**src/design/jfe_pkg.sv**
```systemverilog
`timescale 1ns / 1ps

package jfe_pkg;

  // Frame store geometry: two halves of BUF_DEPTH bytes each
  localparam int BUF_DEPTH = 262144;
  localparam int BUF_AW    = $clog2(BUF_DEPTH);
  localparam int MEM_DEPTH = 2 * BUF_DEPTH;

  // Field widths
  localparam int LEN_W  = 19;
  localparam int ADDR_W = 18;

  // Queue geometry, shared by the command and result queues
  localparam int QDEPTH = 4;
  localparam int QAW    = $clog2(QDEPTH);
  localparam int QCW    = $clog2(QDEPTH + 1);

  // Marker bytes
  localparam logic [7:0] MARK_PREFIX = 8'hFF;
  localparam logic [7:0] MARK_SOI    = 8'hD8;
  localparam logic [7:0] MARK_EOI    = 8'hD9;

  // Limit register reset value (also the upper clamp) and lower clamp
  localparam logic [LEN_W-1:0] LIMIT_RESET = LEN_W'(BUF_DEPTH);
  localparam logic [LEN_W-1:0] LIMIT_MIN   = LEN_W'(2);

  // Command codes
  localparam logic [1:0] CMD_STREAM  = 2'd0;
  localparam logic [1:0] CMD_READ    = 2'd1;
  localparam logic [1:0] CMD_RELEASE = 2'd2;
  localparam logic [1:0] CMD_RESYNC  = 2'd3;

  // Read data source codes
  localparam logic [1:0] RD_ZERO = 2'd0;
  localparam logic [1:0] RD_FF   = 2'd1;
  localparam logic [1:0] RD_SOI  = 2'd2;
  localparam logic [1:0] RD_MEM  = 2'd3;

  // Classified command, as held in the command queue
  typedef struct packed {
    logic [1:0]        cmd;
    logic [7:0]        data_byte;
    logic [ADDR_W-1:0] read_address;
    logic              byte_ff;
    logic              byte_soi;
    logic              byte_eoi;
    logic              addr_hdr0;
    logic              addr_hdr1;
  } item_t;

  // One result transaction
  typedef struct packed {
    logic [7:0]       read_data;
    logic             frame_done;
    logic [LEN_W-1:0] frame_length;
    logic             frame_dropped;
    logic             overflow;
    logic             frame_ready;
  } res_t;

endpackage

```
**src/design/jfe_front.sv**
```systemverilog
`timescale 1ns / 1ps

// Front end: takes input transactions, decodes markers and header
// addresses, and holds them in a short command queue for the back end.
module jfe_front (
  input  logic                       clk,
  input  logic                       rst_n,
  input  logic                       push,
  output logic                       full,
  input  logic [1:0]                 in_command,
  input  logic [7:0]                 in_data_byte,
  input  logic [jfe_pkg::ADDR_W-1:0] in_read_address,
  output logic                       q_valid,
  output jfe_pkg::item_t             q_item,
  input  logic                       q_pop
);

  jfe_pkg::item_t            qmem_r [jfe_pkg::QDEPTH];
  logic [jfe_pkg::QAW-1:0]   wp_r, wp_nxt;
  logic [jfe_pkg::QAW-1:0]   rp_r, rp_nxt;
  logic [jfe_pkg::QCW-1:0]   cnt_r, cnt_nxt;
  jfe_pkg::item_t            cls;
  logic                      wr, rd;

  // Classification of the incoming transaction
  always_comb begin
    cls.cmd          = in_command;
    cls.data_byte    = in_data_byte;
    cls.read_address = in_read_address;
    cls.byte_ff      = (in_data_byte == jfe_pkg::MARK_PREFIX);
    cls.byte_soi     = (in_data_byte == jfe_pkg::MARK_SOI);
    cls.byte_eoi     = (in_data_byte == jfe_pkg::MARK_EOI);
    cls.addr_hdr0    = (in_read_address == jfe_pkg::ADDR_W'(0));
    cls.addr_hdr1    = (in_read_address == jfe_pkg::ADDR_W'(1));
  end

  assign full    = (cnt_r == jfe_pkg::QCW'(jfe_pkg::QDEPTH));
  assign q_valid = (cnt_r != '0);
  assign q_item  = qmem_r[rp_r];
  assign wr      = push && !full;
  assign rd      = q_pop && q_valid;

  // Queue pointers
  always_comb begin
    wp_nxt  = wr ? wp_r + 1'b1 : wp_r;
    rp_nxt  = rd ? rp_r + 1'b1 : rp_r;
    cnt_nxt = cnt_r + jfe_pkg::QCW'(wr) - jfe_pkg::QCW'(rd);
  end

  always_ff @(posedge clk) begin
    if (!rst_n) begin
      wp_r  <= '0;
      rp_r  <= '0;
      cnt_r <= '0;
    end else begin
      wp_r  <= wp_nxt;
      rp_r  <= rp_nxt;
      cnt_r <= cnt_nxt;
    end
  end

  // Queue storage
  always_ff @(posedge clk) begin
    if (wr) begin
      qmem_r[wp_r] <= cls;
    end
  end

  assert property (@(posedge clk) disable iff (!rst_n)
    (full && !rd) |=> (wp_r == $past(wp_r)))
    else $error("command queue written while full");

  assert property (@(posedge clk) disable iff (!rst_n)
    (cnt_r == '0) |-> (wp_r == rp_r))
    else $error("command queue pointers differ while empty");

  assert property (@(posedge clk) disable iff (!rst_n)
    (wr && !rd) |=> (cnt_r == $past(cnt_r) + 1'b1))
    else $error("command queue count lost a transaction");

endmodule

```
**config.mk**
```make
export PLATFORM = sky130hd
export DESIGN_NAME = jfe_front
export DESIGN_NICKNAME = d
export VERILOG_FILES = /design/src/design/jfe_pkg.sv /design/src/design/jfe_front.sv
export SDC_FILE = /design/constraint.sdc
export NUM_CORES = 1
export LEC_CHECK = 0
export ABC_AREA = 1
export BUFFER_PORTS_ARGS = -buffer_cell sky130_fd_sc_hd__buf_4
export CAP_MARGIN = 25
export CORE_MARGIN = 5
export CORE_UTILIZATION = 55
export CTS_CLUSTER_DIAMETER = 80
export DETAILED_ROUTE_END_ITERATION = 6
export PLACE_DENSITY = 0.76
export SYNTH_ARGS = -nofsm -noshare
export SYNTH_HDL_FRONTEND = slang
export SYNTH_SLANG_ARGS = --single-unit
```
**constraint.sdc**
```tcl
create_clock -name clk -period 3.5 [get_ports clk]
set_input_delay 0.7 -clock clk [delete_from_list [all_inputs] [get_ports clk]]
set_output_delay 0.7 -clock clk [all_outputs]
set_load 0.01 [all_outputs]
```
# Word level (Yosys, flattened, before mapping)
# Memory sizes are Yosys's and may differ from the RTL's. A register that Yosys moved wholly into a read port is not among the register bits.
# Index checks and enable logic that the tools add are counted.
# op_classes
n_addsub,4
n_reduce_logical,5
n_eq_ne,5
n_mux,4
# ops
op,n
$eq 8x8->1 const B,3
$eq 18x1->1 const B,1
$logic_not 18->1,1
$add 2x1->2 const B,2
$mux 2,2
$add 3x1->3,1
$eq 3x3->1 const B,1
$reduce_bool 3->1,1
$sub 3x1->3,1
$logic_and 1x1->1,2
$mux 1,2
$logic_not 1->1,1
# word_totals
register_bits,7
word_cells,22
input_bits,32
out_inout_bits,35
ramBits,132
n_memories,1
# mem_list
name,depth,word_bits,read_ports,rd_clocked_by_memory_dff,wr,line_no,source
qmem_r,4,33,1,1,1,jfe_front.sv:18,jfe_pkg::item_t qmem_r [jfe_pkg::QDEPTH];

# Longest topological paths before layout
# logic_depth
ltp_word,5
ltp_mapped,10
depth_no_buf,10

# Worst setup path after synthesis
# Ideal clock, no wire load.
# synth_path
kind,in2reg
from,input push
to,"memory qmem_r[0][0] (netlist bit), enable pin"
n_path_buf,0
arrival_time_ns,2.215
setup_slack_ns,0.862
cell_stages,2
required_time_ns,3.077
path_cell_list,nand2_1 > nor2_1
# synth_between
elab_chain_len,3
# synth_lines
element,line_no,source
"start, declared",jfe_front.sv:8,"input logic push,"
$logic_and 1x1->1,jfe_front.sv:40,assign wr = push && !full;
$mux 1,jfe_front.sv:64,if (wr) begin
$mux 1 (implied by the code),jfe_front.sv:65,qmem_r[wp_r] <= cls;
"end, declared",jfe_front.sv:18,
# Every way passes these cells.

==> impl_metrics.py <==
metrics = {
    "final_layout": {
        "layout_commonest_cell": "edfxtp_1",
        "nets": 526,
        "final_cell_mix": "132 x edfxtp_1, 87 x nor2_1, 73 x buf_4",
        "finalInstanceArea_um2": 6719,
        "drive_gt1_share_pct": 21.60,
        "final_cells": 633,
        "fillers": 664,
        "syn_to_final_growth_pct": 21.66,
        "diodes": 0,
    },
    "placed_design": {
        "placed_area_um2": 6103,
        "gp_congestion": 0.7473,
        "dp_hpwl_um": 6490,
        "port_buffers": 66,
        "dp_cells": 601,
    },
    "clock_tree": {
        "cts_tree": "built",
        "post_cts_resize_count": 0,
        "ctsHtreeMaxLevel": 4,
        "clk_pin_slew_ns": 0.06,
        "cts_hold_buf": 0,
        "cts_sinks": 141,
        "cts_root_buf": "clkbuf_8",
        "clkLatencyLatePin_ns": 0.51,
        "cts_max_path_buffers": 2,
        "post-cts-setup-buffer-count": 0,
        "cts_made_buffers": 17,
    },
    "worst_setup_path": {
        "ff2ff_setup_slack_ns": 1.22,
        "arrival_ns": 2.18,
        "r2r_start": "cnt_r[1]$_SDFF_PN0_",
        "crit_path_end_kind": "primary output",
        "crit_path_start_kind": "flop",
        "crit_type": "flop to primary output",
        "cp_max_fo": 49,
        "r2r_cells": 10,
        "crit_required_ns": 2.80,
        "rr_endpoint": "cnt_r[2]$_SDFF_PN0_",
    },
    "logic_synthesis": {
        "seq_area_frac_synth_pct": 75.03,
        "yosysTopAreaCell": "edfxtp_1",
        "ys_types": 22,
        "synth_area_leaders": "edfxtp_1 72%, nor2_1 6.2%, o21ai_0 4.4%",
        "netlist_area_um2": 5523,
        "yosys.area.top_type_share_pct": 71.77,
        "yosys_warnings": 0,
        "synthCells": 415,
        "syn_nets": 454,
        "avgSynthCellArea_um2": 13.31,
        "synth-seq-cells": 141,
    },
    "power_and_ir_drop": {
        "p_sw_w": 0.001419,
        "powerDensity_nw_per_um2": 765.1,
        "power_frac_seq_pct": 41.2,
        "total_power_w": 0.005140,
        "p_comb_share_pct": 22.8,
        "power.leakage_nw": 2.448,
        "p_clk_share_pct": 36.0,
        "internal_power_w": 0.003722,
        "p_sw_share_pct": 27.60,
        "vdd_drop_max_v": 0.0004732,
    },
    "sta": {
        "final-setup-viol-count": 0,
        "drv_slew": 0,
        "post-route-period-util_pct": 82.28,
        "finalSetupTns_ns": 0,
        "finalHoldViolCount": 0,
        "fin_crit_ns": 2.880,
        "rsz0062_at_grt": "false",
        "worst_pin_slew_ns": 0.7803,
        "timing.fmax_mhz": 347.3,
        "relSlewSlack_pct": 47.90,
        "fin_skew_ns": 0.005000,
    },
    "grt": {
        "grt_overflow": 0,
        "antenna_found_initial": 0,
        "gr-usage-all-layers_pct": 20.00,
        "grt_pass1_wl_um": 17810,
        "grt_max_degree": 67,
        "first_global_vias": 3506,
    },
    "floorplan": {
        "die_y_um": 110.2,
        "start_util_pct": 56.50,
        "rows": 36,
        "io_pins": 67,
        "die_area_um2": 12150,
        "core_um2": 9774,
        "die_x_um": 110.2,
    },
    "route": {
        "dr.pass1.iters": 5,
        "first_iter_violations": 280,
        "wirelength_um": 11180,
        "post_drt_wl_per_cell_um": 17.66,
        "drc": 0,
        "via_per_inst": 5.453,
        "ant_nets": 0,
        "route.vias.total": 3452,
    },
    "job": {
        "cap_viol_max_count": 0,
    },
    "min_path": {
        "holdPathEnd": "qmem_r[2][32]$_DFFE_PP_",
        "hold_depth": 1,
        "hold_start": "in_command[1]",
        "min_path_type": "primary input to flop",
    },
    "run_status": {
        "status": "completed",
    },
}
[worst max-delay path, stage by stage, from the launching register on]
cell     delay (ns)
dfxtp_2        0.32
inv_2          0.57
buf_4          0.34
o21ai_0        0.11
o22ai_1        0.17
buf_4          0.15
[Yosys cell counts, drive strengths merged]
cell / count
a21boi: 2
a21oi: 4
buf: 17
clkbuf: 3
dfxtp: 9
edfxtp: 132
fa: 1
ha: 6
inv: 19
nand2: 23
nand3: 3
nand4: 1
nor2: 91
nor3: 3
o21ai: 67
o22ai: 33
or2: 1
[state kept, by name, indices dropped and copies added (netlist names), named ones only]
signal / count
cnt_r: 3
qmem_r: 132
rp_r: 2
wp_r: 2
[through the flow]
stage | hold slack [ns] | utilization (%) | worst slack [ns]
finish | 0.3916 | 68.74 | 0.6203
global route | 0.3688 | 68.74 | 0.3875
CTS | 0.3659 | 68.74 | 0.5650
detailed placement | 0.5083 | 62.44 | 1.119
global placement | 0.4651 | 62.44 | 1.159
floorplan | 0.4481 | - | 0.8622
[kinds of logic (layout without fill, tap and decap cells)]
family | Yosys count | count (layout) | synth area share [%]
compound gates | 106 | 106 | 10.44
buf+inv | 39 | 124 | 4.282
flops | 141 | 141 | 75.03
simple gates | 122 | 122 | 8.518
fa+ha+maj | 7 | 7 | 1.722
[area by class of cell]
class / instances / area, um2 / area share (%)
clock buffer: 17 / 414.1 / 6.164
clock inverter: 15 / 201.4 / 2.998
inverter: 19 / 71.32 / 1.061
multi-input combinational: 235 / 1172 / 17.45
sequential: 141 / 4145 / 61.69
tap: 133 / 166.4 / 2.477
timing repair buffer: 73 / 548.0 / 8.156
[power by group through the flow]
stage	combinational (W)	sequential, W	clock, W
2_1_floorplan	0.000719	0.00214	0
3_3_place_gp	0.00115	0.00214	0
3_5_place_dp	0.00119	0.00215	0
4_1_cts	0.00119	0.00212	0.00188
5_1_grt	0.00131	0.00213	0.00195
6_report	0.00117	0.00212	0.00185
[routing by layer]
layer	global-route usage, %	routed length [um]	up-vias
met3	6.115	752	11
met4	7.124	107	0
li1	-	-	1655
met5	0	0	-
met2	32.24	5720	116
met1	25.90	4599	1670
[worst max-delay path by stage]
| stage | to | start | slack (ns) | cells after the start |
|---|---|---|---|---|
| final | q_item[21] | flop | 0.62 | 5 |
| after global routing | q_item[0] | flop | 0.39 | 5 |
| after CTS | q_item[21] | flop | 0.56 | 5 |
| after detailed placement | cnt_r[2]$_SDFF_PN0_ | push | 1.12 | 9 |
| after global placement | cnt_r[2]$_SDFF_PN0_ | push | 1.16 | 9 |
| after floorplan | qmem_r[0][0]$_DFFE_PP_ | push | 0.86 | 2 |
No activity file was read; power rests on OpenSTA's default activity.
